**config.mk**
```make
export PLATFORM = sky130hd
export DESIGN_NAME = modular_exponentiation
export DESIGN_NICKNAME = d
export VERILOG_FILES = /design/src/rtl/modexp_pkg.sv /design/src/rtl/modexp_mulmod.sv /design/src/rtl/modular_exponentiation.sv
export SDC_FILE = /design/constraint.sdc
export NUM_CORES = 1
export LEC_CHECK = 0
export ABC_AREA = 1
export BUFFER_PORTS_ARGS = -buffer_cell sky130_fd_sc_hd__buf_4
export CAP_MARGIN = 20
export CELL_PAD_IN_SITES_DETAIL_PLACEMENT = 2
export CELL_PAD_IN_SITES_GLOBAL_PLACEMENT = 2
export CORE_MARGIN = 2
export CORE_UTILIZATION = 30
export CTS_CLUSTER_SIZE = 8
export DETAILED_ROUTE_END_ITERATION = 8
export GPL_TIMING_DRIVEN = 0
export PLACE_DENSITY = 0.66
export SYNTH_ARGS = -nofsm -noshare
export SYNTH_HDL_FRONTEND = slang
export SYNTH_SLANG_ARGS = --single-unit
export TNS_END_PERCENT = 1
```
**constraint.sdc**
```tcl
create_clock -name clk -period 10.2 [get_ports clk]
set_clock_uncertainty 0.1 [all_clocks]
set_input_delay 2.04 -clock clk [delete_from_list [all_inputs] [get_ports clk]]
set_output_delay 2.04 -clock clk [all_outputs]
set_load 0.01 [all_outputs]
```
**src/rtl/modexp_pkg.sv**
```systemverilog
// Package: item types and sequencer states for the modular exponentiation block.
`timescale 1ns / 1ps
`default_nettype none
package modexp_pkg;

    // Fixed field widths of the items.
    localparam int unsigned FIELD_W = 32;

    typedef struct packed {
        logic [FIELD_W-1:0] base_value;
        logic [FIELD_W-1:0] exponent;
        logic [FIELD_W-1:0] modulus;
    } me_in_t;

    typedef struct packed {
        logic [FIELD_W-1:0] power_result;
        logic               zero_modulus_error;
    } me_out_t;

    typedef enum logic [3:0] {
        ST_IDLE,
        ST_RED_GO,
        ST_RED_WAIT,
        ST_CHECK,
        ST_MUL_GO,
        ST_MUL_WAIT,
        ST_SQR_GO,
        ST_SQR_WAIT,
        ST_DONE
    } me_state_t;

endpackage
`default_nettype wire

```
**src/rtl/modexp_mulmod.sv**
```systemverilog
// Iterative modular multiplier: one multiplier bit per cycle, MSB first.
`timescale 1ns / 1ps
`default_nettype none
module modexp_mulmod #(
    parameter int unsigned WIDTH = 32
) (
    input  wire logic             clk,
    input  wire logic             rst_n,
    input  wire logic             go,
    input  wire logic [WIDTH-1:0] addend,
    input  wire logic [WIDTH-1:0] mplier,
    input  wire logic [WIDTH-1:0] modulus,
    output logic                  done,
    output logic [WIDTH-1:0]      product
);

    localparam int unsigned CW = $clog2(WIDTH);
    localparam int unsigned TW = WIDTH + 2;

    logic             busy_reg;
    logic             done_reg;
    logic [CW-1:0]    count_reg;
    logic [WIDTH-1:0] acc_reg;
    logic [WIDTH-1:0] acc_next;
    logic [WIDTH-1:0] addend_reg;
    logic [WIDTH-1:0] mplier_reg;
    logic [WIDTH-1:0] mod_reg;

    logic [TW-1:0] sum;
    logic [TW-1:0] m1;
    logic [TW-1:0] m2;
    logic [TW-1:0] sel;

    // acc <= (2*acc + bit*addend) mod m; sum stays below 3m
    always_comb
    begin
        m1  = {2'b00, mod_reg};
        m2  = {1'b0, mod_reg, 1'b0};
        sum = {1'b0, acc_reg, 1'b0}
            + (mplier_reg[WIDTH-1] ? {2'b00, addend_reg} : {TW{1'b0}});
        if (sum >= m2)
        begin
            sel = sum - m2;
        end
        else if (sum >= m1)
        begin
            sel = sum - m1;
        end
        else
        begin
            sel = sum;
        end
        acc_next = sel[WIDTH-1:0];
    end

    always_ff @(posedge clk or negedge rst_n)
    begin
        if (!rst_n)
        begin
            busy_reg  <= 1'b0;
            done_reg  <= 1'b0;
            count_reg <= '0;
        end
        else
        begin
            done_reg <= 1'b0;
            if (go)
            begin
                busy_reg  <= 1'b1;
                count_reg <= CW'(WIDTH - 1);
            end
            else if (busy_reg)
            begin
                count_reg <= count_reg - CW'(1);
                if (count_reg == '0)
                begin
                    busy_reg <= 1'b0;
                    done_reg <= 1'b1;
                end
            end
        end
    end

    always_ff @(posedge clk)
    begin
        if (go)
        begin
            acc_reg    <= '0;
            addend_reg <= addend;
            mplier_reg <= mplier;
            mod_reg    <= modulus;
        end
        else if (busy_reg)
        begin
            acc_reg    <= acc_next;
            mplier_reg <= {mplier_reg[WIDTH-2:0], 1'b0};
        end
    end

    assign done    = done_reg;
    assign product = acc_reg;

endmodule
`default_nettype wire

```
**src/rtl/modular_exponentiation.sv**
```systemverilog
// Top level: right-to-left square-and-multiply modular exponentiation.
`timescale 1ns / 1ps
`default_nettype none
// An item (base, exponent, modulus) is taken when start is high and busy is low.
// Operands are cut or zero-extended to OPERAND_WIDTH bits. The base is first
// reduced modulo the modulus, then each exponent bit costs a multiply if set
// and a square, except that the top bit needs no square; the walk stops once
// no exponent bits remain. All arithmetic goes through one shared modular
// multiplier that handles one multiplier bit per clock. A zero exponent
// gives 1. A zero modulus gives its result in the cycle right after accept,
// with the error flag set and a zero result. busy stays high throughout, and
// the next item can be taken in the cycle after the result. The result is
// shown for exactly one cycle with done high and cannot be held off, so the
// receiver must take it on that cycle.
module modular_exponentiation #(
    parameter int unsigned OPERAND_WIDTH = 32
) (
    input  wire logic               clk,
    input  wire logic               rst_n,
    input  wire logic               start,
    input  wire modexp_pkg::me_in_t operands,
    output logic                    busy,
    output logic                    done,
    output modexp_pkg::me_out_t     result
);

    localparam int unsigned W  = OPERAND_WIDTH;
    localparam int unsigned FW = modexp_pkg::FIELD_W;

    modexp_pkg::me_state_t state_reg;
    modexp_pkg::me_state_t state_next;

    logic [W-1:0] base_reg, base_next;
    logic [W-1:0] exp_reg,  exp_next;
    logic [W-1:0] mod_reg,  mod_next;
    logic [W-1:0] r_reg,    r_next;
    logic         err_reg,  err_next;

    logic [W-1:0] in_base;
    logic [W-1:0] in_exp;
    logic [W-1:0] in_mod;
    logic [FW-1:0] r_out;

    logic         accept;
    logic         mm_go;
    logic [W-1:0] mm_addend;
    logic [W-1:0] mm_mplier;
    logic         mm_done;
    logic [W-1:0] mm_product;

    // Bring the 32-bit fields to operand width and back
    if (W > FW)
    begin : g_wide
        assign in_base = {{(W-FW){1'b0}}, operands.base_value};
        assign in_exp  = {{(W-FW){1'b0}}, operands.exponent};
        assign in_mod  = {{(W-FW){1'b0}}, operands.modulus};
    end
    else
    begin : g_narrow
        assign in_base = operands.base_value[W-1:0];
        assign in_exp  = operands.exponent[W-1:0];
        assign in_mod  = operands.modulus[W-1:0];
    end

    if (W >= FW)
    begin : g_out_wide
        assign r_out = r_reg[FW-1:0];
    end
    else
    begin : g_out_narrow
        assign r_out = {{(FW-W){1'b0}}, r_reg};
    end

    assign accept = start && !busy;

    // Next state
    always_comb
    begin
        state_next = state_reg;
        case (state_reg)
            modexp_pkg::ST_IDLE:
            begin
                if (start)
                begin
                    state_next = (in_mod == '0) ? modexp_pkg::ST_DONE
                                                : modexp_pkg::ST_RED_GO;
                end
            end
            modexp_pkg::ST_RED_GO:   state_next = modexp_pkg::ST_RED_WAIT;
            modexp_pkg::ST_RED_WAIT:
            begin
                if (mm_done)
                begin
                    state_next = modexp_pkg::ST_CHECK;
                end
            end
            modexp_pkg::ST_CHECK:
            begin
                if (exp_reg == '0)
                begin
                    state_next = modexp_pkg::ST_DONE;
                end
                else if (exp_reg[0])
                begin
                    state_next = modexp_pkg::ST_MUL_GO;
                end
                else
                begin
                    state_next = modexp_pkg::ST_SQR_GO;
                end
            end
            modexp_pkg::ST_MUL_GO:   state_next = modexp_pkg::ST_MUL_WAIT;
            modexp_pkg::ST_MUL_WAIT:
            begin
                if (mm_done)
                begin
                    // last exponent bit: the square would never be used
                    state_next = (exp_reg[W-1:1] == '0) ? modexp_pkg::ST_DONE
                                                        : modexp_pkg::ST_SQR_GO;
                end
            end
            modexp_pkg::ST_SQR_GO:   state_next = modexp_pkg::ST_SQR_WAIT;
            modexp_pkg::ST_SQR_WAIT:
            begin
                if (mm_done)
                begin
                    state_next = modexp_pkg::ST_CHECK;
                end
            end
            modexp_pkg::ST_DONE:     state_next = modexp_pkg::ST_IDLE;
            default:                 state_next = modexp_pkg::ST_IDLE;
        endcase
    end

    // Outputs of the sequencer: handshake and multiplier operands
    always_comb
    begin
        busy      = 1'b1;
        done      = 1'b0;
        mm_go     = 1'b0;
        mm_addend = base_reg;
        mm_mplier = base_reg;
        case (state_reg)
            modexp_pkg::ST_IDLE:   busy = 1'b0;
            modexp_pkg::ST_RED_GO:
            begin
                // base mod m as 1 * base mod m
                mm_go     = 1'b1;
                mm_addend = W'(1);
            end
            modexp_pkg::ST_MUL_GO:
            begin
                mm_go     = 1'b1;
                mm_addend = r_reg;
            end
            modexp_pkg::ST_SQR_GO: mm_go = 1'b1;
            modexp_pkg::ST_DONE:   done  = 1'b1;
            default:
            begin
                busy = 1'b1;
            end
        endcase
    end

    // Datapath next values
    always_comb
    begin
        base_next = base_reg;
        exp_next  = exp_reg;
        mod_next  = mod_reg;
        r_next    = r_reg;
        err_next  = err_reg;
        case (state_reg)
            modexp_pkg::ST_IDLE:
            begin
                if (accept)
                begin
                    base_next = in_base;
                    exp_next  = in_exp;
                    mod_next  = in_mod;
                    err_next  = (in_mod == '0);
                    r_next    = (in_mod == '0) ? W'(0) : W'(1);
                end
            end
            modexp_pkg::ST_RED_WAIT:
            begin
                if (mm_done)
                begin
                    base_next = mm_product;
                end
            end
            modexp_pkg::ST_MUL_WAIT:
            begin
                if (mm_done)
                begin
                    r_next = mm_product;
                end
            end
            modexp_pkg::ST_SQR_WAIT:
            begin
                if (mm_done)
                begin
                    base_next = mm_product;
                    exp_next  = {1'b0, exp_reg[W-1:1]};
                end
            end
            default:
            begin
                r_next = r_reg;
            end
        endcase
    end

    always_ff @(posedge clk or negedge rst_n)
    begin
        if (!rst_n)
        begin
            state_reg <= modexp_pkg::ST_IDLE;
        end
        else
        begin
            state_reg <= state_next;
        end
    end

    always_ff @(posedge clk)
    begin
        base_reg <= base_next;
        exp_reg  <= exp_next;
        mod_reg  <= mod_next;
        r_reg    <= r_next;
        err_reg  <= err_next;
    end

    modexp_mulmod #(
        .WIDTH (W)
    ) u_mulmod (
        .clk     (clk),
        .rst_n   (rst_n),
        .go      (mm_go),
        .addend  (mm_addend),
        .mplier  (mm_mplier),
        .modulus (mod_reg),
        .done    (mm_done),
        .product (mm_product)
    );

    assign result.power_result       = r_out;
    assign result.zero_modulus_error = err_reg;

endmodule
`default_nettype wire

```
==> summary.md <==
| Metric | Value |
|---|---|
| Run status | completed |
| Fmax | 166 MHz |
| Initial Util | 30.5% |
| # resized after CTS | 0 |
| Sequential share of power | 47.4% |
| I/O pin count | 134 |
| Share of cells above drive strength 1 | 9.82% |
| Crit path time final | 6.03 ns |
| Compound-cell area share of the yosys netlist | 9.48% |
| Gr ovfl total | 0 |
| Vias in the first global route | 17600 |
| Area after DPL | 19800 µm² |
| Worst setup path category | reg2reg |
| Clock buffer depth | 3 |
| Yosys top cell by area | edfxtp_1 |
| CP max stage delay | 0.52 ns |
| Vias | 16300 |
| Final Total Pwr | 2.48 mW |
| Seq/Total Area, Yosys | 43.5% |
| CP max stage cell | edfxtp_1 |
| Die height | 246 µm |
| Crit. End Element | register |
| Area of the multi-input gates | 8460 µm² |
| Largest net degree at the start of global routing | 41 |
| Synth-to-Final Area Change | 18.8% |
| All-Layer GR Usage | 23.3% |
| Synth Area in Simple Gates | 27.8% |
| Worst EP arrival | 6.34 ns |
| Largest family of logic cells by synthesized area | simple AND/OR/NAND/NOR gates |
| Clock Latency Late Sink | 0.55 ns |
| Vias per inst | 4.96 |
| FF+latch count, synth | 268 |
| Top FF cell, synth | edfxtp_1 |
| Hold Crit Depth | 0 |
| Number of port buffers | 133 |
| Final hold violation count | 0 |
| Unrepaired setup endpoints after global routing | no |
| Setup TNS | 0 ns |
| Max Cap Viol | 0 |
| Initial antenna violation count | 0 |
| Tcrit/Tclk final | 59.2% |
| H-tree lvl count | 2 |
| Clock Power Share | 51.0% |
| Finished Core Util | 36.2% |
| Mux cell area share after synthesis | 0% |
| Synthesis warning total | 0 |
| Synthesized cell area | 17600 µm² |
| Cells after synthesis | 2313 |
| Worst-Margin Slew | 0.997 ns |
| Post-DR wirelength/cell | 21.6 µm |
| Comb pwr share | 1.6% |
| First-pass GRT wire length | 106000 µm |
| Final setup fails | 0 |
| Stages on worst setup path | 29 |
| Std cell rows | 88 |
| Top fanout value on the critical path | 10 |
| Slew HR | 33.4% |
| CTS buffer count | 40 |
| Die W | 246 µm |
| Routed WL | 71000 µm |
| Num Clock Sinks | 268 |
| Async S/R FF share, synth | 4.10% |
| Fin area | 21000 µm² |
| Final ANT Viol Nets | 0 |
| Syn Nets | 2512 |
| Cell internal pwr | 1.96 mW |
| Yosys top cell area share | 38.3% |
| Pwr Density | 118 nW/µm² |
| Number of remaining DRC errors | 0 |
| Worst-path clk slew | 0.05 ns |
| 1st-iter DRT viols | 790 |
| Largest delay share family, worst path | simple AND/OR/NAND/NOR gates |
| Buf/Inv on CP | 7 |
| Worst VDD drop | 131 µV |
| Core Footprint | 57900 µm² |
| Fill count | 6824 |
| Req. time, crit path | 10.51 ns |
| Most frequent cells in the layout | nand2_1 (774), inv_1 (328), edfxtp_1 (225) |
| Nets | 2693 |
| CTS root buf | clkbuf_16 |
| Most used cell, CP | nand2_1 |
| R2R cell count | 29 |
| P_leak | 9.30 nW |
| Initial DRT Pass Iterations | 5 |
| Hold buffer count at cts | 0 |
| Avg Inst Size Synth | 7.63 µm² |
| CP startpoint kind | register |
| Distinct cells, synth | 48 |
| Max Slew Vio Count | 0 |
| Number of enable flip-flop cells after synthesis | 225 |
| Min-delay worst type | reg2reg |
| CTS tree | yes |
| Post-CTS Setup Inserts | 0 |
| Total die area | 60700 µm² |
| Reg area | 7670 µm² |
| P_sw | 520 µW |
| Hpwl dp | 59300 µm |
| Ranking of synthesized cells by area | edfxtp_1 (38%), nand2_1 (16%), inv_1 (7.0%), ha_1 (6.9%), a21oi_1 (4.3%) |
| Sw frac | 21.0% |
| Placer congestion estimate | 0.902 |
| Post-Synth XOR/XNOR Area | 3.18% |
| Commonest non-fill, non-tap cell in the layout | nand2_1 |
| Post-synthesis adder-cell area fraction | 7.22% |
synthesized netlist by cell type (all sizes together) (4+ instances only):
cell type / count
dfrtp: 11
nor2: 173
edfxtp: 225
a21oi: 160
dfxtp: 32
clkbuf: 39
nand2: 788
o21ai: 101
xor2: 40
o21bai: 13
buf: 19
nor3: 26
nand3: 130
o21a: 6
a31oi: 4
nor4: 23
a21o: 9
or2: 5
inv: 334
ha: 97
xnor2: 24
nand4: 23
nand3b: 10
final timing paths:
kind / start / end / slack, ns
min reg2reg: mod_reg[2] / u_mulmod.mod_reg[2] / 0.31
min in group asynchronous: rst_n / state_reg[2] / 1.22
max in group asynchronous: rst_n / u_mulmod.count_reg[1] / 8.62
max: u_mulmod.mplier_reg[31] / u_mulmod.product[25] / 4.17
max reg2reg: u_mulmod.mplier_reg[31] / u_mulmod.product[25] / 4.17
min: mod_reg[2] / u_mulmod.mod_reg[2] / 0.31
worst reg2reg max path: cells and delay by family (launching register included):
family | cells | cell delay (ns)
compound gates | 2 | 0.17
buf+inv | 7 | 1.26
flops | 1 | 0.52
fa+ha+maj | 3 | 1.03
simple gates | 17 | 2.81
cell families after synthesis:
logic type / after synthesis
simple gates: 1183
buf+inv: 394
compound gates: 304
flops: 268
fa+ha+maj: 100
xor+xnor: 64
metal layers:
metal  vias to the layer above  wire length [µm]  GRT usage [%]
met1                      8125             33800           32.0
met5                         -                 0              0
met2                       240             34000           39.8
li1                       7902                 -              -
met4                         0              1120           4.57
met3                        71              2090           2.34
power by group through the flow:
stage / Clock [mW] / Sequential, mW / Combinational, mW
global placement: 0 / 1.20 / 0.0383
finish: 1.26 / 1.18 / 0.0399
detailed placement: 0 / 1.20 / 0.0405
global route: 1.34 / 1.17 / 0.0440
CTS: 1.30 / 1.18 / 0.0408
floorplan: 0 / 1.20 / 0.00543
stage by stage:
step           hold slack, ns  setup WS [ns]  instances
4_1_cts                 0.318           4.27       3290
3_5_place_dp            0.308           4.30       3217
5_1_grt                 0.323           3.92       3290
3_3_place_gp            0.304           4.37       3211
6_report                0.315           4.17       3291
2_1_floorplan           0.300           5.94       2313
layout make-up:
class / instances / area share, %
clock inverters: 3 / 0.155
diodes: 1 / 0.0119
repair buffers: 139 / 5.37
multi-input cells: 1651 / 40.4
well taps: 765 / 4.57
flip-flops and latches: 268 / 36.6
inverters: 336 / 6.02
clock buffers: 70 / 5.46
plain buffers: 58 / 1.41
Power figures use the tool's default switching activity.
